**config.mk**
```make
export PLATFORM = sky130hd
export DESIGN_NAME = csbw_cfg_regs
export DESIGN_NICKNAME = d
export VERILOG_FILES = /design/src/rtl/core/csbw_pkg.sv /design/src/rtl/core/csbw_cfg_regs.sv
export SDC_FILE = /design/constraint.sdc
export NUM_CORES = 1
export LEC_CHECK = 0
export BUFFER_PORTS_ARGS = -buffer_cell sky130_fd_sc_hd__buf_2
export CAP_MARGIN = 20
export CORE_MARGIN = 10
export CORE_UTILIZATION = 50
export DETAILED_ROUTE_END_ITERATION = 8
export PLACE_DENSITY_LB_ADDON = 0.2
export SLEW_MARGIN = 0
export SYNTH_ARGS = -nofsm -noshare
export SYNTH_HDL_FRONTEND = slang
export SYNTH_SLANG_ARGS = --single-unit
```
**constraint.sdc**
```tcl
create_clock -name clk_i -period 2.01 [get_ports clk_i]
set_input_delay 0.402 -clock clk_i [delete_from_list [all_inputs] [get_ports clk_i]]
set_output_delay 0.402 -clock clk_i [all_outputs]
set_load 0.02 [all_outputs]
```
**src/rtl/core/csbw_pkg.sv**
```systemverilog
// Shared types, constants and register codes for the cascade shadow blend weight block.
`default_nettype none

package csbw_pkg;

  localparam int unsigned MAX_CASCADES = 4;
  localparam int unsigned NUM_EDGES    = MAX_CASCADES + 1;
  localparam int unsigned EDGE_IDX_W   = $clog2(NUM_EDGES);

  localparam int unsigned EDGE_W   = 32;
  localparam int unsigned COUNT_W  = 3;
  localparam int unsigned FADE_W   = 16;
  localparam int unsigned INDEX_W  = 3;
  localparam int unsigned WEIGHT_W = 17;
  localparam int unsigned CFG_IDX_W = 3;
  localparam int unsigned CFG_DATA_W = 32;

  // Signed widths of the band arithmetic.
  localparam int unsigned DIFF_W = EDGE_W + 1;          // edge differences
  localparam int unsigned W_W    = DIFF_W + FADE_W + 1; // thin * fade
  localparam int unsigned NUM_W  = W_W + 1;             // 2*diff*2^16 + w
  localparam int unsigned DIV_W  = W_W;                 // remainder and divisor

  localparam int unsigned T_W       = 16;
  localparam int unsigned DIV_STEPS = T_W;
  localparam int unsigned SQ_W      = 2 * T_W;
  localparam int unsigned M_W       = T_W + 2;
  localparam int unsigned P_W       = SQ_W + M_W;

  localparam logic [WEIGHT_W-1:0] WEIGHT_ONE = WEIGHT_W'(65536);
  localparam logic [WEIGHT_W-1:0] WEIGHT_ZERO = '0;
  localparam logic [M_W-1:0]      THREE_ONE  = M_W'(3 * 65536);
  localparam logic [P_W-1:0]      ROUND_HALF = P_W'(64'd1 << 31);

  // Register indexes of the configuration port.
  localparam logic [CFG_IDX_W-1:0] CFG_SPLIT_EDGE_0  = 3'd0;
  localparam logic [CFG_IDX_W-1:0] CFG_SPLIT_EDGE_1  = 3'd1;
  localparam logic [CFG_IDX_W-1:0] CFG_SPLIT_EDGE_2  = 3'd2;
  localparam logic [CFG_IDX_W-1:0] CFG_SPLIT_EDGE_3  = 3'd3;
  localparam logic [CFG_IDX_W-1:0] CFG_SPLIT_EDGE_4  = 3'd4;
  localparam logic [CFG_IDX_W-1:0] CFG_CASCADE_COUNT = 3'd5;
  localparam logic [CFG_IDX_W-1:0] CFG_FADE_FRACTION = 3'd6;

  localparam logic [EDGE_W-1:0]  SPLIT_EDGE_0_RST  = 32'd0;
  localparam logic [EDGE_W-1:0]  SPLIT_EDGE_1_RST  = 32'd655360;
  localparam logic [EDGE_W-1:0]  SPLIT_EDGE_2_RST  = 32'd1966080;
  localparam logic [EDGE_W-1:0]  SPLIT_EDGE_3_RST  = 32'd5242880;
  localparam logic [EDGE_W-1:0]  SPLIT_EDGE_4_RST  = 32'd13107200;
  localparam logic [COUNT_W-1:0] CASCADE_COUNT_RST = 3'd4;
  localparam logic [FADE_W-1:0]  FADE_FRACTION_RST = 16'd6554;

  typedef struct packed {
    logic [NUM_EDGES-1:0][EDGE_W-1:0] split_edge;
    logic [COUNT_W-1:0]               cascade_count;
    logic [FADE_W-1:0]                fade_fraction;
  } cfg_t;

  // Front end to divider: either a fixed weight or a division to run.
  typedef struct packed {
    logic                is_div;
    logic [WEIGHT_W-1:0] fix_weight;
    logic [DIV_W-1:0]    rem;
    logic [DIV_W-1:0]    den;
  } div_req_t;

  typedef struct packed {
    logic                is_div;
    logic [WEIGHT_W-1:0] fix_weight;
    logic [DIV_W-1:0]    rem;
    logic [DIV_W-1:0]    den;
    logic [T_W-1:0]      quot;
  } div_stage_t;

  // Divider to smoothstep.
  typedef struct packed {
    logic                is_div;
    logic [WEIGHT_W-1:0] fix_weight;
    logic [T_W-1:0]      quot;
  } smooth_req_t;

endpackage

`default_nettype wire

```
**src/rtl/core/csbw_cfg_regs.sv**
```systemverilog
// Configuration register file: split edges, cascade count and fade fraction.
`default_nettype none

module csbw_cfg_regs (
  input  wire logic                              clk_i,
  input  wire logic                              rst_ni,
  input  wire logic                              cfg_we_i,
  input  wire logic [csbw_pkg::CFG_IDX_W-1:0]    cfg_index_i,
  input  wire logic [csbw_pkg::CFG_DATA_W-1:0]   cfg_data_i,
  output csbw_pkg::cfg_t                         cfg_o
);

  csbw_pkg::cfg_t cfg_q;

  always_ff @(posedge clk_i or negedge rst_ni) begin
    if (!rst_ni) begin
      cfg_q.split_edge[0]  <= csbw_pkg::SPLIT_EDGE_0_RST;
      cfg_q.split_edge[1]  <= csbw_pkg::SPLIT_EDGE_1_RST;
      cfg_q.split_edge[2]  <= csbw_pkg::SPLIT_EDGE_2_RST;
      cfg_q.split_edge[3]  <= csbw_pkg::SPLIT_EDGE_3_RST;
      cfg_q.split_edge[4]  <= csbw_pkg::SPLIT_EDGE_4_RST;
      cfg_q.cascade_count  <= csbw_pkg::CASCADE_COUNT_RST;
      cfg_q.fade_fraction  <= csbw_pkg::FADE_FRACTION_RST;
    end else if (cfg_we_i) begin
      unique case (cfg_index_i)
        csbw_pkg::CFG_SPLIT_EDGE_0:  cfg_q.split_edge[0] <= cfg_data_i[csbw_pkg::EDGE_W-1:0];
        csbw_pkg::CFG_SPLIT_EDGE_1:  cfg_q.split_edge[1] <= cfg_data_i[csbw_pkg::EDGE_W-1:0];
        csbw_pkg::CFG_SPLIT_EDGE_2:  cfg_q.split_edge[2] <= cfg_data_i[csbw_pkg::EDGE_W-1:0];
        csbw_pkg::CFG_SPLIT_EDGE_3:  cfg_q.split_edge[3] <= cfg_data_i[csbw_pkg::EDGE_W-1:0];
        csbw_pkg::CFG_SPLIT_EDGE_4:  cfg_q.split_edge[4] <= cfg_data_i[csbw_pkg::EDGE_W-1:0];
        csbw_pkg::CFG_CASCADE_COUNT: begin
          cfg_q.cascade_count <= cfg_data_i[csbw_pkg::COUNT_W-1:0];
        end
        csbw_pkg::CFG_FADE_FRACTION: begin
          cfg_q.fade_fraction <= cfg_data_i[csbw_pkg::FADE_W-1:0];
        end
        default: ; // drop writes to unknown indexes
      endcase
    end
  end

  assign cfg_o = cfg_q;

endmodule

`default_nettype wire

```
Word-level counts from Yosys, hierarchy flattened

Cells that the tools add are included.

Register bits after elaboration: 179
Output and inout port bits: 179

Equal/unequal tests: 6
Reductions and logical operators: 8

Operators with widths:

| cell                                                                   | number |
|---|---|
| 2-bit AND reduction                                                    | 7 |
| 3-bit equality test (second input constant)                            | 3 |
| 3-bit by 2-bit equality test with 1-bit output (second input constant) | 2 |
| 3-bit by 1-bit equality test with 1-bit output (second input constant) | 1 |
| 3-bit logical NOT                                                      | 1 |

Logic depth before layout (Yosys ltp)

Depth after elaboration: 2
Gate-level depth with buffers: 5
Gate-level depth less buffers: 2

Worst setup path after synthesis

OpenSTA, ideal clock, no wires.

Kind: input to register
Start: in cfg_index_i[1] in the netlist's numbering
End: reg cfg_q, in the netlist cfg_o[19]
Setup time: 0.125 ns
Arrival time: 1.448 ns
Path slack: 0.437 ns
Stages on the path: 4
Path buffers: 2
Path through: buf_6 nor4b_4 buf_6 mux2_4

Longest elaborated chain between the ends: 2

Ends and longest elaborated chain:

| element                              | RTL line            | text |
|---|---|---|
| start: declaration                   | csbw_cfg_regs.sv:8  | `input wire logic [csbw_pkg::CFG_IDX_W-1:0] cfg_index_i,` |
| 3-bit logical NOT                    | csbw_cfg_regs.sv:25 | `unique case (cfg_index_i)` |
| 2-bit AND reduction (no source line) | -                   |  |
| end: declaration                     | csbw_cfg_regs.sv:13 | `csbw_pkg::cfg_t cfg_q;` |

Every way passes these cells.
A chain may end at the register's enable or synchronous reset.

Final worst setup path

Start: reg cfg_q, in the netlist cfg_o[18]
End: out cfg_o[18] in the netlist's numbering

RTL lines:

| element          | RTL line            | text |
|---|---|---|
| end: declaration | csbw_cfg_regs.sv:10 | `output csbw_pkg::cfg_t cfg_o` |

No word-level cell between the ends.

==> impl_metrics.json <==
{
  "busiest_layer": "met2",
  "core_area_um2": 13900,
  "drt-pass1-iter-count": 4,
  "die_h_um": 139,
  "ys_seq_elements": 179,
  "start_util_pct": 51.2,
  "path_buf_inv": 1,
  "path_cells": "buf_2",
  "grt-ovfl-total": 0,
  "critical_path.max_fanout": 2,
  "fin_worst_skew_ps": 0,
  "ys_warn_count": 0,
  "cp_slowest_cell": "dfstp_2",
  "cts_sinks": 179,
  "synth_area_leader_cell": "dfrtp_1",
  "worst_setup_path_end_kind": "output port",
  "holdCritPathClass": "input pin to flop",
  "place_congestion": 0.763,
  "synth_nets": 423,
  "track_usage_pct": 18.7,
  "slew_headroom_pct": 61.2,
  "grt_util_met3_pct": 7.67,
  "diodes": 0,
  "dieWidth_um": 139,
  "drc": 0,
  "cts_tree": "yes",
  "nNetsFinal": 650,
  "path_clk_slew_ps": 70,
  "reg2reg_from": "cfg_o[92]",
  "row_count": 43,
  "setup_viol_count_final": 0,
  "synth_top_area_share_pct": 56.4,
  "largest_reg_flops": 179,
  "synth_area_leaders": "dfrtp_1 (56%), mux2_4 (13%), mux2_1 (9.5%), mux2_2 (9.4%), dfstp_2 (7.0%)",
  "clk_latency_ps": 420,
  "slew_violations": 0,
  "fillers": 1029,
  "setup_ws_ps": 485,
  "vias": 4135,
  "ant_nets": 0,
  "period_needed_ps": 1530,
  "rsz0062_at_grt": "false",
  "grt_pass1_wl_um": 28500,
  "synth_most_common_cell": "dfrtp_1",
  "outcome": "completed",
  "met1_usage_pct": 23.1,
  "viasPerCell": 5.14,
  "grt_pass1_vias": 4715,
  "peakVddDrop_v": 0.000586,
  "drive_gt1_share_pct": 63.9,
  "min_period_over_period_pct": 75.9,
  "syn_area_um2": 7100,
  "hold_start": "cfg_data_i[23]",
  "synth_ff_type": "dfrtp_1",
  "wire_per_inst_um": 22.2,
  "dp_cells": 772,
  "numCtsBuffers": 17,
  "fin_cells": 804,
  "crit_required_ps": 1610,
  "post_synth_inst_count": 385,
  "critPathTopFamily": "flip-flops",
  "max_freq_ghz": 0.656,
  "dp_hpwl_um": 12700,
  "met2_usage_pct": 29.3,
  "place_ws_ps": 205,
  "io_pins": 217,
  "grt_max_degree": 52,
  "async_reset_ff_share_pct": 100,
  "antenna_found_initial": 0,
  "port_buffers": 216,
  "h-tree-depth": 4,
  "clock_path_buffers": 2,
  "wl_um": 17900,
  "setup_tns_ps": 0,
  "startpoint_type": "flop",
  "yosys-top-cells-count": "dfrtp_1 (160), mux2_1 (60), mux2_4 (60)",
  "slowest_delay_ps": 530,
  "cp.arrival_ps": 1120,
  "critical_path_class": "flop to output port",
  "hold_viol": 0,
  "avgSynthCellArea_um2": 18.5,
  "crit_start": "cfg_o[18]",
  "power.leakage_nw": 4.36,
  "first_iter_violations": 196,
  "tightest_slew_ps": 581,
  "cellPowerDensity_nw_per_um2": 1270,
  "yosysUniqueCellTypes": 13,
  "cap_viol_max_count": 0,
  "dieArea_um2": 19400,
  "synth_edf_count": 0,
  "postCtsSetupRepairBufs": 0,
  "areaGrowthSynthToFinish_pct": 25.8,
  "ys_seq_area_share_pct": 63.4,
  "cts.root.buffer_cell": "clkbuf_16"
}
-- worst paths after layout --
kind	end	slack [ps]	cells past startpoint
setup / recovery	cfg_o[18]	480	1
hold / removal	cfg_o[106]	260	2
setup reg to reg	cfg_o[92]	1150	1
hold reg to reg	cfg_o[62]	480	1
max in group asynchronous	cfg_o[8]	860	3
min in group asynchronous	cfg_o[69]	430	2
-- routing by layer --
metal | vias to the layer above | wire length [µm] | share of wire (%)
li1 | 1822 | - | -
met4 | 0 | 251 | 1.4
met2 | 144 | 8510 | 48
met1 | 2150 | 7640 | 43
met5 | - | 0 | 0
met3 | 19 | 1460 | 8.2
-- per-stage QoR --
| step | power [W] | utilization [%] | hold WS (ps) | area (µm²) |
|---|---|---|---|---|
| floorplan | 0.00677 | - | 106 | 7100 |
| global placement | 0.00801 | 60.0 | 312 | 8330 |
| detailed placement | 0.00811 | 60.0 | 315 | 8330 |
| CTS | 0.0115 | 64.4 | 240 | 8940 |
| global route | 0.0119 | 64.4 | 260 | 8940 |
| finish | 0.0113 | 64.4 | 260 | 8940 |
-- cell families (layout without fill, tap and decap cells) --
logic type             count (synthesis)  count (layout)  synth area share (%)
buffers and inverters                 20             259                  3.86
flip-flops                           179             179                  63.4
multiplexers                         179             179                  31.5
AND/OR/NAND/NOR                        7               7                  1.22
-- layout by cell type, fill, tap and decap left out --
master         netlist  final
buf_4                3      6
mux2_4              60     60
nand4b_1             2      2
bufinv_16            0      3
clkinv_2             0      4
clkbuf_16            0     17
nor4b_4              1      1
buf_12               9      5
dfstp_2             19     19
dfrtp_1            160    160
nand4b_2             1      1
clkinvlp_4           0      3
clkbuf_1             0      2
clkbuf_8             0      2
buf_6                5      1
dlygate4sd3_1        0      1
nor4bb_4             0      3
mux2_2              59     59
buf_2                3    215
mux2_1              60     60
-- timing repair --
action                    in CTS  in global routing
hold buffers                   1                  0
hold endpoints to repair      22                  0
gates resized for setup        0                  0
-- cell type report --
type | count | area, µm² | area share (%)
Clock buffer | 21 | 460 | 5.15
Clock inverter | 10 | 133 | 1.48
Multi-Input combinational cell | 186 | 2370 | 26.5
Sequential cell | 179 | 4500 | 50.4
Tap cell | 180 | 225 | 2.52
Timing Repair Buffer | 228 | 1240 | 13.9
-- power breakdown --
part	leakage [nW]	switching (W)	internal, W	total [W]
clock network	0.285	0.00133	0.00201	0.00333
registers	2.12	0.000453	0.00446	0.00491
logic	1.95	0.00182	0.00127	0.00309
No activity file was read; power rests on OpenSTA's default activity.
