**src/rtl/core/csbw_pkg.sv**
```systemverilog
// Shared types, constants and register codes for the cascade shadow blend weight block.
`default_nettype none

package csbw_pkg;

  localparam int unsigned MAX_CASCADES = 4;
  localparam int unsigned NUM_EDGES    = MAX_CASCADES + 1;
  localparam int unsigned EDGE_IDX_W   = $clog2(NUM_EDGES);

  localparam int unsigned EDGE_W   = 32;
  localparam int unsigned COUNT_W  = 3;
  localparam int unsigned FADE_W   = 16;
  localparam int unsigned INDEX_W  = 3;
  localparam int unsigned WEIGHT_W = 17;
  localparam int unsigned CFG_IDX_W = 3;
  localparam int unsigned CFG_DATA_W = 32;

  // Signed widths of the band arithmetic.
  localparam int unsigned DIFF_W = EDGE_W + 1;          // edge differences
  localparam int unsigned W_W    = DIFF_W + FADE_W + 1; // thin * fade
  localparam int unsigned NUM_W  = W_W + 1;             // 2*diff*2^16 + w
  localparam int unsigned DIV_W  = W_W;                 // remainder and divisor

  localparam int unsigned T_W       = 16;
  localparam int unsigned DIV_STEPS = T_W;
  localparam int unsigned SQ_W      = 2 * T_W;
  localparam int unsigned M_W       = T_W + 2;
  localparam int unsigned P_W       = SQ_W + M_W;

  localparam logic [WEIGHT_W-1:0] WEIGHT_ONE = WEIGHT_W'(65536);
  localparam logic [WEIGHT_W-1:0] WEIGHT_ZERO = '0;
  localparam logic [M_W-1:0]      THREE_ONE  = M_W'(3 * 65536);
  localparam logic [P_W-1:0]      ROUND_HALF = P_W'(64'd1 << 31);

  // Register indexes of the configuration port.
  localparam logic [CFG_IDX_W-1:0] CFG_SPLIT_EDGE_0  = 3'd0;
  localparam logic [CFG_IDX_W-1:0] CFG_SPLIT_EDGE_1  = 3'd1;
  localparam logic [CFG_IDX_W-1:0] CFG_SPLIT_EDGE_2  = 3'd2;
  localparam logic [CFG_IDX_W-1:0] CFG_SPLIT_EDGE_3  = 3'd3;
  localparam logic [CFG_IDX_W-1:0] CFG_SPLIT_EDGE_4  = 3'd4;
  localparam logic [CFG_IDX_W-1:0] CFG_CASCADE_COUNT = 3'd5;
  localparam logic [CFG_IDX_W-1:0] CFG_FADE_FRACTION = 3'd6;

  localparam logic [EDGE_W-1:0]  SPLIT_EDGE_0_RST  = 32'd0;
  localparam logic [EDGE_W-1:0]  SPLIT_EDGE_1_RST  = 32'd655360;
  localparam logic [EDGE_W-1:0]  SPLIT_EDGE_2_RST  = 32'd1966080;
  localparam logic [EDGE_W-1:0]  SPLIT_EDGE_3_RST  = 32'd5242880;
  localparam logic [EDGE_W-1:0]  SPLIT_EDGE_4_RST  = 32'd13107200;
  localparam logic [COUNT_W-1:0] CASCADE_COUNT_RST = 3'd4;
  localparam logic [FADE_W-1:0]  FADE_FRACTION_RST = 16'd6554;

  typedef struct packed {
    logic [NUM_EDGES-1:0][EDGE_W-1:0] split_edge;
    logic [COUNT_W-1:0]               cascade_count;
    logic [FADE_W-1:0]                fade_fraction;
  } cfg_t;

  // Front end to divider: either a fixed weight or a division to run.
  typedef struct packed {
    logic                is_div;
    logic [WEIGHT_W-1:0] fix_weight;
    logic [DIV_W-1:0]    rem;
    logic [DIV_W-1:0]    den;
  } div_req_t;

  typedef struct packed {
    logic                is_div;
    logic [WEIGHT_W-1:0] fix_weight;
    logic [DIV_W-1:0]    rem;
    logic [DIV_W-1:0]    den;
    logic [T_W-1:0]      quot;
  } div_stage_t;

  // Divider to smoothstep.
  typedef struct packed {
    logic                is_div;
    logic [WEIGHT_W-1:0] fix_weight;
    logic [T_W-1:0]      quot;
  } smooth_req_t;

endpackage

`default_nettype wire

```
**src/rtl/core/csbw_div.sv**
```systemverilog
// Pipelined restoring divider, one quotient bit per stage.
`default_nettype none

module csbw_div (
  input  wire logic                clk_i,
  input  wire logic                rst_ni,
  input  wire logic                en_i,
  input  wire logic                valid_i,
  input  csbw_pkg::div_req_t       req_i,
  output logic                     valid_o,
  output csbw_pkg::smooth_req_t    res_o
);

  localparam int unsigned Last = csbw_pkg::DIV_STEPS - 1;

  csbw_pkg::div_stage_t             st_in [csbw_pkg::DIV_STEPS];
  csbw_pkg::div_stage_t             st_d  [csbw_pkg::DIV_STEPS];
  csbw_pkg::div_stage_t             st_q  [csbw_pkg::DIV_STEPS];
  logic [csbw_pkg::DIV_W-1:0]       rem_sh [csbw_pkg::DIV_STEPS];
  logic [csbw_pkg::DIV_STEPS-1:0]   take;
  logic [csbw_pkg::DIV_STEPS-1:0]   vld_q;

  always_comb begin
    st_in[0].is_div     = req_i.is_div;
    st_in[0].fix_weight = req_i.fix_weight;
    st_in[0].rem        = req_i.rem;
    st_in[0].den        = req_i.den;
    st_in[0].quot       = '0;
    for (int i = 1; i < csbw_pkg::DIV_STEPS; i++) begin
      st_in[i] = st_q[i-1];
    end
    for (int i = 0; i < csbw_pkg::DIV_STEPS; i++) begin
      // remainder stays below the divisor, so the shift never loses its top bit
      rem_sh[i] = {st_in[i].rem[csbw_pkg::DIV_W-2:0], 1'b0};
      take[i]   = (rem_sh[i] >= st_in[i].den);
      st_d[i]   = st_in[i];
      st_d[i].rem  = take[i] ? (rem_sh[i] - st_in[i].den) : rem_sh[i];
      st_d[i].quot = {st_in[i].quot[csbw_pkg::T_W-2:0], take[i]};
    end
  end

  always_ff @(posedge clk_i or negedge rst_ni) begin
    if (!rst_ni) begin
      vld_q <= '0;
    end else if (en_i) begin
      vld_q <= {vld_q[csbw_pkg::DIV_STEPS-2:0], valid_i};
    end
  end

  always_ff @(posedge clk_i) begin
    if (en_i) begin
      for (int i = 0; i < csbw_pkg::DIV_STEPS; i++) begin
        st_q[i] <= st_d[i];
      end
    end
  end

  assign valid_o          = vld_q[Last];
  assign res_o.is_div     = st_q[Last].is_div;
  assign res_o.fix_weight = st_q[Last].fix_weight;
  assign res_o.quot       = st_q[Last].quot;

endmodule

`default_nettype wire

```
**config.mk**
```make
export PLATFORM = sky130hd
export DESIGN_NAME = csbw_div
export DESIGN_NICKNAME = d
export VERILOG_FILES = /design/src/rtl/core/csbw_pkg.sv /design/src/rtl/core/csbw_div.sv
export SDC_FILE = /design/constraint.sdc
export NUM_CORES = 2
export LEC_CHECK = 0
export ABC_CLOCK_PERIOD_IN_PS = 4200
export BUFFER_PORTS_ARGS = -buffer_cell sky130_fd_sc_hd__buf_2
export CAP_MARGIN = 20
export CORE_AREA = 2 2 572 574
export CTS_CLUSTER_SIZE = 8
export DETAILED_ROUTE_END_ITERATION = 6
export DIE_AREA = 0 0 574 576
export PLACE_DENSITY = 0.45
export SYNTH_ARGS = -nofsm -noshare
export SYNTH_HDL_FRONTEND = slang
export SYNTH_SLANG_ARGS = --single-unit
```
**constraint.sdc**
```tcl
create_clock -name clk_i -period 4.2 [get_ports clk_i]
set_input_delay 0.42 -clock clk_i [delete_from_list [all_inputs] [get_ports clk_i]]
set_output_delay 0.42 -clock clk_i [all_outputs]
set_load 0.01 [all_outputs]
```
# == Word level (Yosys, flattened, before mapping) ==
# Memories as Yosys holds them, arrays and structs flattened.
# Index checks and enable logic that the tools add are counted.
# totals
mem_count,1
register_bits,16
elab_cells,52
mem_bits_rw,2144
# mem_list
memory,words,word_bits,rd,rd_clocked_by_memory_dff,write_ports,line_no,source
st_q,16,134,16,0,16,csbw_div.sv:18,csbw_pkg::div_stage_t st_q [csbw_pkg::DIV_STEPS];
# op_classes
n_addsub,16
magnitude_cmp,16
muxes,18
# op_table
operator,count
$ge 50x50->1,16
$mux 50,16
$sub 50x50->50,16
$mux 1,2

# == Logic depth before layout (Yosys ltp) ==
# An unclocked memory read counts as a cell.
# depth
ltp_word,3
depth_mapped,17

# == Least setup slack after synthesis ==
# Ideal clock, no wire load.
# synth_timing
kind,flip-flop to flip-flop
startpoint,memory st_q[1][336] (netlist bit)
endpoint,"memory st_q[1][507] (netlist bit), data pin"
stages_incl_launch_ff,15
required_ns,3.940
synth_period_minus_slack_ns,3.801
setup_ns,0.260
arrival_ns,3.541
setup_slack_ns,0.399
cell_sequence,edfxtp_1 > ha_1 > o211ai_2 > a21oi_1 > o311a_1 > o41ai_2 > o221ai_2 > a211o_1 > a21oi_2 > o31a_2 > o21ai_2 > a221o_1 > buf_6 > buf_6 > mux2_4
# synth_lines
element,line_no
start: declaration,csbw_div.sv:18

==> flow_metrics.tcl <==
set metrics [dict create \
    syn_nets 11000 \
    outcome "finished, final reports clean" \
    end_kind "flip-flop" \
    finalHoldViolations 0 \
    tritoncts "yes" \
    clockBufferDepth 4 \
    drc 0 \
    cellPowerDensity_mw_per_mm2 727 \
    grt_start_max_net_pins 133 \
    first_pass_iters 5 \
    wl_per_cell_um 18.5 \
    min_period_ns 4.17 \
    ir_drop_mv 0.379 \
    die_w_um 574 \
    antenna_found_initial 1 \
    ys.flop_type "edfxtp_1" \
    ys_warn_count 0 \
    clk_latency_ns 0.88 \
    multi_input_area_mm2 0.0480 \
    nets 12200 \
    synth-seq-area-share_pct 52.5 \
    ant_nets 0 \
    cts_buffers 284 \
    hold_path_startpoint "req_i[117]" \
    maxCapViolCount 0 \
    rows 210 \
    slowest_delay_ns 0.49 \
    layoutNonFillerInstCount 15700 \
    pre_cts_ws_ns -0.375 \
    slew_viol_final 0 \
    wl_mm 290 \
    final_common_cell "edfxtp_1" \
    whs_ns 0.270 \
    worst_setup_path_start_kind "flip-flop" \
    dieArea_mm2 0.331 \
    hpwl_mm 220 \
    synth_cell_types 90 \
    coreArea_mm2 0.325 \
    start_util_pct 33.8 \
    via_count 77700 \
    synthCells 10100 \
    yosysTopAreaCellShare_pct 52.2 \
    path_buf_inv 3 \
    holdCritPathClass "in2reg" \
    cp_top_family "compound AO/OA/AOI/OAI gates" \
    cts_root_buf "clkbuf_16" \
    synth_edf_count 1909 \
    reg2reg_depth 14 \
    critical_path_class "reg2reg" \
    r2r-end "st_q[1][507]" \
    gp_congestion 0.929 \
    synthTopCellsByArea "edfxtp_1 (52%), ha_1 (9.1%), a21oi_1 (4.1%)" \
    crit_chain "inv_1 -> ha_1 -> or2_2 -> o311a_4 -> o41ai_2 -> buf_4 -> o221ai_4 -> a211o_1 -> a21oi_2 -> o31a_2 -> o21ai_4 -> a221o_4 -> clkbuf_16 -> mux2_4" \
    hold_depth 2 \
    slew_headroom_pct 37.7 \
    detailed_place.area_mm2 0.122 \
    route.detailed.vias_per_inst 4.95 \
    overflow 0 \
    cp_max_fo 13 \
    grt_pass1_vias 82200 \
    p_leak_nw 55.7 \
    syn2layout_area_growth_pct 20.9 \
    max_freq_mhz 240 \
    rrSetupSlack_ns 0.03 \
    finalSetupViolations 0 \
    grt_pass1_wl_mm 447 \
    fin_crit_sh_pct 99.2 \
    syn_area_mm2 0.110 \
    mostFrequentLayoutCells "edfxtp_1 (1909), inv_1 (984), buf_4 (929), a21oi_1 (886), nand2_1 (832)" \
    setup_ws_ns 0.0320 \
    fill_cells 31000 \
    syn_area_per_cell_um2 10.9 \
    async_flop_share_pct 0.831 \
    place_inst 15200 \
    ys_ff_latch 1925 \
    cts_max_level 5 \
    grt.total_usage_pct 17.0 \
    fin_skew_ns 0.0590 \
    layout-drive-gt1-share_pct 17.1 \
    fin_area_mm2 0.133 \
    whs_endpoint "st_q[0][133]" \
    clkTransAtPathRegs_ns 0.05 \
    drtIter0Drc 3380 \
    seq_area_mm2 0.0577 \
    rsz0062_at_grt "true" \
    cts.sinks 1925 \
    synth_top_area_cell "edfxtp_1" \
    crit_slowest_cell "a221o_4" \
    cp.required_ns 4.79 \
    worstMarginPinSlew_ns 0.934 \
    io_buffers 155 \
    r2r-start "st_q[1][291]" \
    arrival_ns 4.75 \
    io_pins 157 \
    die_h_um 576 \
]
-- flip-flops by register name (all words and copies together), names as in the netlist --
| register | cells |
|---|---|
| vld_q | 16 |
| st_q | 1909 |
-- worst max-delay path by stage --
stage | from | endpoint | cells past startpoint
CTS | st_q[0][18] | st_q[0][235] | 17
finish | st_q[1][291] | st_q[1][507] | 14
global route | st_q[1][284] | st_q[1][511] | 16
floorplan | st_q[1][336] | st_q[1][507] | 14
global placement | st_q[0][700] | st_q[0][915] | 16
detailed placement | st_q[0][741] | st_q[0][872] | 14
-- report_power, final --
group	internal [mW]	total, mW	switching, mW
Combinational	21.0	46.4	25.3
Sequential	27.4	29.7	2.37
Clock	12.4	20.6	8.14
Total	60.8	96.6	35.8
-- worst register-to-register path: cells and delay by family (launching register included) --
kind,cells,cell delay (ns)
AND/OR/NAND/NOR,1,0.31
adder cells (fa/ha/maj),1,0.19
AO/OA/AOI/OAI,8,2.19
flip-flops,1,0.37
multiplexers,1,0.32
buffers and inverters,3,0.49
-- synthesized netlist by cell type, drive strengths merged (14+ instances only) --
library cell,number
o2111ai,15
nor3,84
xnor2,360
nor2b,124
o211ai,42
a31o,18
a221oi,35
and3,77
a21boi,26
dfrtp,16
o21bai,126
and4,20
o31ai,60
a211oi,42
or3,19
clkbuf,289
o21a,84
inv,987
nand2b,102
a2111oi,14
a21oi,909
buf,58
fa,15
nand2,834
a21o,431
nor4,31
edfxtp,1909
and2,41
or2,24
nand3,155
a221o,14
xor2,300
o31a,26
nand4,177
nor2,460
mux2,276
o21ai,794
ha,799
a31oi,96
-- per-stage QoR --
step	power (mW)	TNS (ns)	utilization, %
floorplan	58.5	0	-
global placement	74.2	-24.04	37.7
detailed placement	74.4	-35.44	37.7
CTS	96.6	-0.0133	40.6
global route	104	-0.405	40.9
finish	96.6	0	40.9
-- layer usage --
metal	track usage (%)	vias up	part of all wire (%)
met5	0	-	0
met4	11.1	0	7.4
met3	2.20	782	2.9
met2	32.2	1406	52
met1	17.4	36400	38
li1	-	39200	-
-- final cells by class --
class,count,area share [%]
Tap cell,4346,4.09
Clock buffer,333,5.61
Timing Repair Buffer,1267,7.73
Clock inverter,26,0.229
Antenna cell,1,0.00188
Inverter,987,2.79
Sequential cell,1925,43.4
Multi-Input combinational cell,6806,36.1
-- cell families after synthesis --
| logic type | Yosys count | synth area share, % |
|---|---|---|
| AND/OR/NAND/NOR | 2188 | 9.35 |
| XOR/XNOR | 660 | 5.26 |
| adder cells (fa/ha/maj) | 814 | 9.37 |
| AO/OA/AOI/OAI | 2859 | 15.9 |
| multiplexers | 285 | 2.92 |
| flip-flops | 1925 | 52.5 |
| buffers and inverters | 1334 | 4.64 |
-- timing repair --
| action | in CTS | in global routing |
|---|---|---|
| pin swaps | 22 | 53 |
| endpoints found under the setup margin | 424 | 447 |
| resized for setup | 58 | 118 |
| buffers inserted | 11 | 24 |
| cloned | 6 | 10 |
| hold buffers | 120 | 0 |
| endpoints found under the hold margin | 150 | 0 |
Power figures use the tool's default switching activity.
