**src/rtl/core/csbw_pkg.sv**
```systemverilog
// Shared types, constants and register codes for the cascade shadow blend weight block.
`default_nettype none

package csbw_pkg;

  localparam int unsigned MAX_CASCADES = 4;
  localparam int unsigned NUM_EDGES    = MAX_CASCADES + 1;
  localparam int unsigned EDGE_IDX_W   = $clog2(NUM_EDGES);

  localparam int unsigned EDGE_W   = 32;
  localparam int unsigned COUNT_W  = 3;
  localparam int unsigned FADE_W   = 16;
  localparam int unsigned INDEX_W  = 3;
  localparam int unsigned WEIGHT_W = 17;
  localparam int unsigned CFG_IDX_W = 3;
  localparam int unsigned CFG_DATA_W = 32;

  // Signed widths of the band arithmetic.
  localparam int unsigned DIFF_W = EDGE_W + 1;          // edge differences
  localparam int unsigned W_W    = DIFF_W + FADE_W + 1; // thin * fade
  localparam int unsigned NUM_W  = W_W + 1;             // 2*diff*2^16 + w
  localparam int unsigned DIV_W  = W_W;                 // remainder and divisor

  localparam int unsigned T_W       = 16;
  localparam int unsigned DIV_STEPS = T_W;
  localparam int unsigned SQ_W      = 2 * T_W;
  localparam int unsigned M_W       = T_W + 2;
  localparam int unsigned P_W       = SQ_W + M_W;

  localparam logic [WEIGHT_W-1:0] WEIGHT_ONE = WEIGHT_W'(65536);
  localparam logic [WEIGHT_W-1:0] WEIGHT_ZERO = '0;
  localparam logic [M_W-1:0]      THREE_ONE  = M_W'(3 * 65536);
  localparam logic [P_W-1:0]      ROUND_HALF = P_W'(64'd1 << 31);

  // Register indexes of the configuration port.
  localparam logic [CFG_IDX_W-1:0] CFG_SPLIT_EDGE_0  = 3'd0;
  localparam logic [CFG_IDX_W-1:0] CFG_SPLIT_EDGE_1  = 3'd1;
  localparam logic [CFG_IDX_W-1:0] CFG_SPLIT_EDGE_2  = 3'd2;
  localparam logic [CFG_IDX_W-1:0] CFG_SPLIT_EDGE_3  = 3'd3;
  localparam logic [CFG_IDX_W-1:0] CFG_SPLIT_EDGE_4  = 3'd4;
  localparam logic [CFG_IDX_W-1:0] CFG_CASCADE_COUNT = 3'd5;
  localparam logic [CFG_IDX_W-1:0] CFG_FADE_FRACTION = 3'd6;

  localparam logic [EDGE_W-1:0]  SPLIT_EDGE_0_RST  = 32'd0;
  localparam logic [EDGE_W-1:0]  SPLIT_EDGE_1_RST  = 32'd655360;
  localparam logic [EDGE_W-1:0]  SPLIT_EDGE_2_RST  = 32'd1966080;
  localparam logic [EDGE_W-1:0]  SPLIT_EDGE_3_RST  = 32'd5242880;
  localparam logic [EDGE_W-1:0]  SPLIT_EDGE_4_RST  = 32'd13107200;
  localparam logic [COUNT_W-1:0] CASCADE_COUNT_RST = 3'd4;
  localparam logic [FADE_W-1:0]  FADE_FRACTION_RST = 16'd6554;

  typedef struct packed {
    logic [NUM_EDGES-1:0][EDGE_W-1:0] split_edge;
    logic [COUNT_W-1:0]               cascade_count;
    logic [FADE_W-1:0]                fade_fraction;
  } cfg_t;

  // Front end to divider: either a fixed weight or a division to run.
  typedef struct packed {
    logic                is_div;
    logic [WEIGHT_W-1:0] fix_weight;
    logic [DIV_W-1:0]    rem;
    logic [DIV_W-1:0]    den;
  } div_req_t;

  typedef struct packed {
    logic                is_div;
    logic [WEIGHT_W-1:0] fix_weight;
    logic [DIV_W-1:0]    rem;
    logic [DIV_W-1:0]    den;
    logic [T_W-1:0]      quot;
  } div_stage_t;

  // Divider to smoothstep.
  typedef struct packed {
    logic                is_div;
    logic [WEIGHT_W-1:0] fix_weight;
    logic [T_W-1:0]      quot;
  } smooth_req_t;

endpackage

`default_nettype wire

```
**src/rtl/core/csbw_smooth.sv**
```systemverilog
// Smoothstep t*t*(3-2t) with rounding, clamp and the output register.
`default_nettype none

module csbw_smooth (
  input  wire logic                             clk_i,
  input  wire logic                             rst_ni,
  input  wire logic                             en_i,
  input  wire logic                             valid_i,
  input  csbw_pkg::smooth_req_t                 req_i,
  output logic                                  valid_o,
  output logic [csbw_pkg::WEIGHT_W-1:0]         weight_o
);

  // Stage A: t*t and 3-2t.
  logic                            a_valid_q, a_is_div_q;
  logic [csbw_pkg::WEIGHT_W-1:0]   a_fix_q;
  logic [csbw_pkg::SQ_W-1:0]       a_sq_q;
  logic [csbw_pkg::M_W-1:0]        a_m_q, a_m_d;

  assign a_m_d = csbw_pkg::THREE_ONE - {1'b0, req_i.quot, 1'b0};

  // Stage B: full product.
  logic                            b_valid_q, b_is_div_q;
  logic [csbw_pkg::WEIGHT_W-1:0]   b_fix_q;
  logic [csbw_pkg::P_W-1:0]        b_p_q;

  // Output stage: round to nearest, clamp to one.
  logic [csbw_pkg::P_W-1:0]        p_rnd;
  logic [csbw_pkg::M_W-1:0]        s_val;
  logic [csbw_pkg::WEIGHT_W-1:0]   weight_d;

  always_comb begin
    p_rnd    = b_p_q + csbw_pkg::ROUND_HALF;
    s_val    = p_rnd[csbw_pkg::P_W-1:csbw_pkg::SQ_W];
    weight_d = b_fix_q;
    if (b_is_div_q) begin
      weight_d = (s_val > csbw_pkg::M_W'(csbw_pkg::WEIGHT_ONE)) ? csbw_pkg::WEIGHT_ONE
                                                             : s_val[csbw_pkg::WEIGHT_W-1:0];
    end
  end

  always_ff @(posedge clk_i or negedge rst_ni) begin
    if (!rst_ni) begin
      a_valid_q <= 1'b0;
      b_valid_q <= 1'b0;
      valid_o   <= 1'b0;
    end else if (en_i) begin
      a_valid_q <= valid_i;
      b_valid_q <= a_valid_q;
      valid_o   <= b_valid_q;
    end
  end

  always_ff @(posedge clk_i) begin
    if (en_i) begin
      a_is_div_q <= req_i.is_div;
      a_fix_q    <= req_i.fix_weight;
      a_sq_q     <= csbw_pkg::SQ_W'(req_i.quot) * csbw_pkg::SQ_W'(req_i.quot);
      a_m_q      <= a_m_d;

      b_is_div_q <= a_is_div_q;
      b_fix_q    <= a_fix_q;
      b_p_q      <= csbw_pkg::P_W'(a_sq_q) * csbw_pkg::P_W'(a_m_q);

      weight_o   <= weight_d;
    end
  end

endmodule

`default_nettype wire

```
**config.mk**
```make
export PLATFORM = sky130hd
export DESIGN_NAME = csbw_smooth
export DESIGN_NICKNAME = d
export VERILOG_FILES = /design/src/rtl/core/csbw_pkg.sv /design/src/rtl/core/csbw_smooth.sv
export SDC_FILE = /design/constraint.sdc
export NUM_CORES = 2
export LEC_CHECK = 0
export BUFFER_PORTS_ARGS = -buffer_cell sky130_fd_sc_hd__buf_2
export CORE_ASPECT_RATIO = 0.75
export CORE_MARGIN = 2
export CORE_UTILIZATION = 56
export DETAILED_ROUTE_END_ITERATION = 8
export PLACE_DENSITY_LB_ADDON = 0.3
export RECOVER_POWER = 25
export SKIP_LAST_GASP = 1
export SYNTH_ARGS = -nofsm -noshare
export SYNTH_HDL_FRONTEND = slang
export SYNTH_SLANG_ARGS = --single-unit
```
**constraint.sdc**
```tcl
create_clock -name clk_i -period 6.25 [get_ports clk_i]
set_clock_uncertainty 0.1 [all_clocks]
set_input_delay 1.5625 -clock clk_i [delete_from_list [all_inputs] [get_ports clk_i]]
set_output_delay 1.5625 -clock clk_i [all_outputs]
set_load 0.01 [all_outputs]
```
=== Word level (Yosys, flattened, before mapping) ===
Cells that the tools add are included.

* $add $sub $neg: 2
* $mul: 2
* Order comparisons: 1
* Multiplexer cells: 2

{| class="wikitable"
|+ Operators with widths
! operator !! number
|-
| $add A50 B32 Y50 const B || 1
|-
| $mul A32 B18 Y50 || 1
|-
| $mux W17 || 2
|-
| $mul A16 B16 Y32 || 1
|-
| $gt A18 B17 Y1 const B || 1
|-
| $sub A18 B17 Y18 const A || 1
|}

* Flip-flop bits (word level): 156
* Input bits: 38
* Output and inout bits: 18
* Word-level logic and storage cells: 18

=== Longest topological paths before layout ===
* Word-level depth: 4
* Gate-level depth with buffers: 26
* Depth with buffers taken out: 23

=== Worst setup path after synthesis ===
Ideal clock, no wire load.

* Path type: in2reg
* From: in req_i[13] (netlist bit)
* To: reg a_sq_q[30] (netlist bit) (data pin)
* Setup time: 263 ps
* Data arrival time: 7148 ps
* Data required time: 5887 ps
* Path slack: -1261 ps
* Cell stages on the path: 23
* Path buffers: 2
* Cells stage by stage: clkbuf_1 > buf_1 > nand2_1 > fa_1 > inv_1 > fa_1 > inv_1 > fa_1 > inv_1 > fa_1 > inv_1 > fa_1 > fa_1 > inv_1 > ha_1 > and2_1 > a311o_1 > a21oi_1 > nand2_1 > o21ai_0 > o211ai_1 > a311oi_1 > xnor2_1

* Cells in the longest elaborated chain, start to end: 1

{| class="wikitable"
|+ RTL lines
! item !! RTL line !! source
|-
| from (decl) || csbw_smooth.sv:9 || <nowiki>input csbw_pkg::smooth_req_t req_i,</nowiki>
|-
| $mul A16 B16 Y32 || csbw_smooth.sv:58 || <nowiki>a_sq_q <= csbw_pkg::SQ_W'(req_i.quot) * csbw_pkg::SQ_W'(req_i.quot);</nowiki>
|-
| to (signal assigned) || csbw_smooth.sv:58 ||
|-
| to (decl) || csbw_smooth.sv:17 || <nowiki>logic [csbw_pkg::SQ_W-1:0] a_sq_q;</nowiki>
|}

No other way between the ends.
A chain may end at the register's enable or synchronous reset.

=== Worst setup path after layout ===
* From: in req_i[10] (netlist bit)
* To: reg a_sq_q[30] (netlist bit) (data pin)

Same word-level chain as after synthesis.

==> results_tabular.tex <==
\begin{tabular}{lr}
\hline
Metric & Value \\
\hline
\multicolumn{2}{l}{\textbf{Status}} \\
\quad Run status & complete, but fails checks \\
\quad Failing checks & max-capacitance violations, max-slew violations, negative setup slack \\
\multicolumn{2}{l}{\textbf{Global routing}} \\
\quad Wire length of the first global-routing pass & 127000 µm \\
\quad Met1 Resource Use GR & 0.407 \\
\quad GR Util met2 & 0.494 \\
\quad Total routing resource utilization after global routing & 0.300 \\
\quad GR Layer Usage met3 & 0.0693 \\
\quad Global-route layer with the greatest usage & met2 \\
\quad Vias in the first global route & between 20000 and 25000 \\
\quad Total congestion overflow after global routing & 0 \\
\quad Pin count of the biggest net entering global routing & 65 \\
\quad Number of antenna violations at the first check in global routing & 1 \\
\multicolumn{2}{l}{\textbf{Floorplan}} \\
\quad Die Width & 266 µm \\
\quad Die outline area & $\sim$53000 µm² \\
\quad Die Height & around 200 µm \\
\quad Std-Cell Rows & $\sim$70 \\
\quad Core Box Area & around 50000 µm² \\
\quad Number of top-level pins & 56 \\
\quad Effective utilization at floorplan & 0.571 \\
\multicolumn{2}{l}{\textbf{Timing}} \\
\quad Period utilization & 1.07 \\
\quad Achievable Freq & $\sim$0.15 GHz \\
\quad Slew at the pin closest to its max-slew limit & between 3 and 4 ns \\
\quad Worst relative slew slack & -1.49 \\
\quad Setup TNS & -6.43 ns \\
\quad Final number of max-transition violations & 65 \\
\quad Setup repair after global routing missed its margin & true \\
\quad Setup-failing EPs final & 28 \\
\quad Final setup slack of the worst path & -0.466 ns \\
\quad Final period demand of the worst path & approximately 6.7 ns \\
\quad Endpoints failing hold & 0 \\
\multicolumn{2}{l}{\textbf{Hold path}} \\
\quad Hold path cells & 0 \\
\quad HP Class & reg -> reg \\
\quad Hold Startpoint & a\_fix\_q[16]\$\_DFFE\_PP\_ \\
\multicolumn{2}{l}{\textbf{Final layout}} \\
\quad Most used cells in the layout excluding fill and tap cells & 678 x inv\_1, 561 x fa\_1, 385 x buf\_4, 343 x nand2\_1, 275 x and2\_1 \\
\quad Count of inserted antenna diode cells & 0 \\
\quad Share of final-layout standard cells stronger than drive strength 1 & 0.254 \\
\quad Final Cell Area & $\sim$36000 µm² \\
\quad P\&R area growth vs syn & 24.2\% \\
\quad Filler Cell Count & 3503 \\
\quad Most common cell after layout, fill and taps aside & inv\_1 \\
\quad Final nets & between 4000 and 5000 \\
\multicolumn{2}{l}{\textbf{Clocking}} \\
\quad CTS HTree Levels & 4 \\
\quad Sinks on the clock net & 122 \\
\quad Clock-pin slew on the worst setup and hold paths & around 0.070 ns \\
\quad Clock latency on the worst-skew pair & roughly 0.45 ns \\
\quad Number of buffers on the longest clock path & 2 \\
\quad Clock tree from TritonCTS & yes \\
\quad Number of buffers inserted for hold repair after clock tree synthesis & 0 \\
\quad Clock root cell & clkbuf\_16 \\
\quad Total clock buffers created by CTS & 17 \\
\multicolumn{2}{l}{\textbf{Critical path}} \\
\quad Delay-heaviest family, CP & adder cells \\
\quad Origin of the worst setup path & req\_i[10] \\
\quad Data required, critical path & between 6 and 7 ns \\
\quad Critical-path cell with the highest stage delay & fa\_2 \\
\quad Worst setup SP type & input port \\
\quad Depth of the critical timing path with buffers and inverters included & 21 \\
\quad Most frequent CP cell & fa\_1 \\
\quad Maximum fanout count along the critical path & 7 \\
\quad Crit path arrival time & slightly below 7 ns \\
\quad CP Capture Type & register \\
\quad Number of cells traversed by the worst register-to-register path & 20 \\
\quad Slowest cell delay on critical path & between 0.6 and 0.7 ns \\
\quad Start of the worst register-to-register path & a\_m\_q[17]\$\_DFFE\_PP\_ \\
\quad Combined buffer and inverter count along the critical path & 6 \\
\quad Crit-path cells & buf\_12, and2\_4, fa\_2, inv\_2, fa\_1, inv\_2, fa\_1, inv\_1, fa\_1, fa\_1, fa\_1, inv\_2, ha\_4, buf\_6, a311o\_1, a21oi\_2, nand2\_1, o21ai\_2, o211ai\_1, a311oi\_2, xnor2\_1 \\
\quad Critical setup path kind & in -> reg \\
\multicolumn{2}{l}{\textbf{Drt}} \\
\quad Antenna-violating nets left & 0 \\
\quad Detailed-route wire length & approximately 77000 µm \\
\quad Wire length per cell & 18.6 µm \\
\quad Initial DRC count & 1718 \\
\quad Count of unresolved DRC violations after routing & 0 \\
\quad Routed via count divided by cell count & between 5 and 6 \\
\quad First-pass iteration count of the detailed router & 6 \\
\quad DR vias & roughly 22000 \\
\multicolumn{2}{l}{\textbf{Logic synthesis}} \\
\quad Cell count after synthesis & about 3000 \\
\quad Largest cells by area after synthesis & fa\_1 41\%, edfxtp\_1 12\%, ha\_1 11\%, inv\_1 9.5\%, and2\_1 6.6\% \\
\quad Cell type with the highest aggregate area in the netlist & fa\_1 \\
\quad Synth Flop Type & edfxtp\_1 \\
\quad Post-Synth Simple-Gate Area & 0.150 \\
\quad Ys Warns & 0 \\
\quad Post-synth design cell area & 28800 µm² \\
\quad Dominant combinational cell family by area after synthesis & adder cells \\
\quad Proportion of netlist area held by the largest area contributor & 0.414 \\
\quad Synth Area in Adders & 0.526 \\
\quad Count of unique library cells instantiated by Yosys & between 60 and 70 \\
\quad Share of the synthesized area in compound gates (AO/OA/AOI/OAI) & 0.0555 \\
\quad Synth Area in XOR/XNOR & 0.0268 \\
\quad Share of synthesized area occupied by flip-flops and latches & 0.127 \\
\quad Proportion of synthesized area in mux cells & 0.00269 \\
\quad Proportion of synthesized flip-flops having asynchronous set or reset & 0.0246 \\
\quad Number of register bits inferred by synthesis & 122 \\
\quad Post-Syn Nets & a little under 4000 \\
\quad Syn Area/Cell & around 9.5 µm² \\
\quad EDFF count, synth & 119 \\
\multicolumn{2}{l}{\textbf{Place}} \\
\quad Placement-stage cell area & 32800 µm² \\
\quad HPWL after DPL & around 60000 µm \\
\quad Routability Congestion & 0.938 \\
\quad Port bufs & 55 \\
\multicolumn{2}{l}{\textbf{Job}} \\
\quad Max Cap Violations & 1 \\
\hline
\end{tabular}
kinds of logic after synthesis:
logic type               after synthesis
AO/OA/AOI/OAI                        231
XOR/XNOR                              88
adder cells (fa/ha/maj)              854
buffers and inverters                860
flip-flops                           122
multiplexers                           7
AND/OR/NAND/NOR                      868
synthesized netlist by cell type, drive strengths merged, types with 15 or more instances:
cell / instances
inv: 726
fa: 596
nand2: 372
and2: 304
ha: 258
clkbuf: 119
edfxtp: 119
nor2: 75
a21oi: 64
xnor2: 57
a21o: 41
xor2: 31
o21ai: 27
nand3: 26
nand4: 23
a211oi: 21
and3: 18
nor3: 15
metrics by stage:
stage | utilization | worst slack [ns] | std cells | hold slack, ns
after floorplan | - | -0.780 | 3030 | 0.300
after CTS | 0.693 | -0.511 | 4107 | 0.318
after detailed placement | 0.649 | -1.17 | 4009 | 0.305
final | 0.709 | -0.466 | 4127 | 0.317
after global routing | 0.709 | -0.660 | 4127 | 0.328
after global placement | 0.649 | -1.06 | 4009 | 0.301
flip-flops by register name, indices dropped and copies added, names as in the netlist:
| register | cells |
|---|---|
| a_sq_q | 31 |
| b_is_div_q | 1 |
| weight_o | 17 |
| b_fix_q | 17 |
| a_fix_q | 17 |
| a_is_div_q | 1 |
| b_valid_q | 1 |
| b_p_q | 19 |
| a_m_q | 16 |
| a_valid_q | 1 |
| valid_o | 1 |
what timing repair did:
action / 4_1_cts / 5_1_grt
resized for setup: 270 / 165
pin swaps: 183 / 155
setup buffers: 68 / 27
endpoints found under the setup margin: 36 / 37
gates cloned: 3 / 1
routing by layer:
layer,share of wire,up-vias
met5,0,-
met4,0.019,0
met3,0.089,140
met2,0.48,889
met1,0.41,11400
li1,-,9982
worst register-to-register path, cell delays in order, from the launching register on:
cell	delay [ns]
edfxtp_1	0.42
buf_12	0.16
buf_12	0.13
and2_4	0.14
fa_1	0.51
fa_1	0.53
fa_1	0.54
fa_1	0.56
fa_1	0.57
inv_2	0.05
fa_1	0.52
inv_2	0.05
ha_4	0.26
a21oi_4	0.19
a21boi_2	0.10
o31ai_4	0.30
a2111oi_4	0.15
a2111o_1	0.43
a31o_4	0.27
buf_6	0.11
xor2_1	0.14
cell type report:
cell class	instances	area (µm²)	area share
multi-input combinational	2048	23300	0.652
tap	657	822	0.0230
clock inverter	14	114	0.00318
inverter	733	2770	0.0773
clock buffer	18	429	0.0120
sequential	122	3650	0.102
timing repair buffer	535	4670	0.131
final timing paths:
path,end,slack (ns)
worst max register to register,b_p_q[48]$_DFFE_PP_,-0.22
min in group asynchronous,valid_o$_DFFE_PN0P_,0.81
max in group asynchronous,a_valid_q$_DFFE_PN0P_,5.09
worst min-delay path,b_fix_q[16]$_DFFE_PP_,0.32
worst min register to register,b_fix_q[16]$_DFFE_PP_,0.32
worst max-delay path,a_sq_q[30]$_DFFE_PP_,-0.47
Power is left out: the tool's default activity adds up to more than one toggle a clock period on the data nets, which glitch-free logic cannot reach.
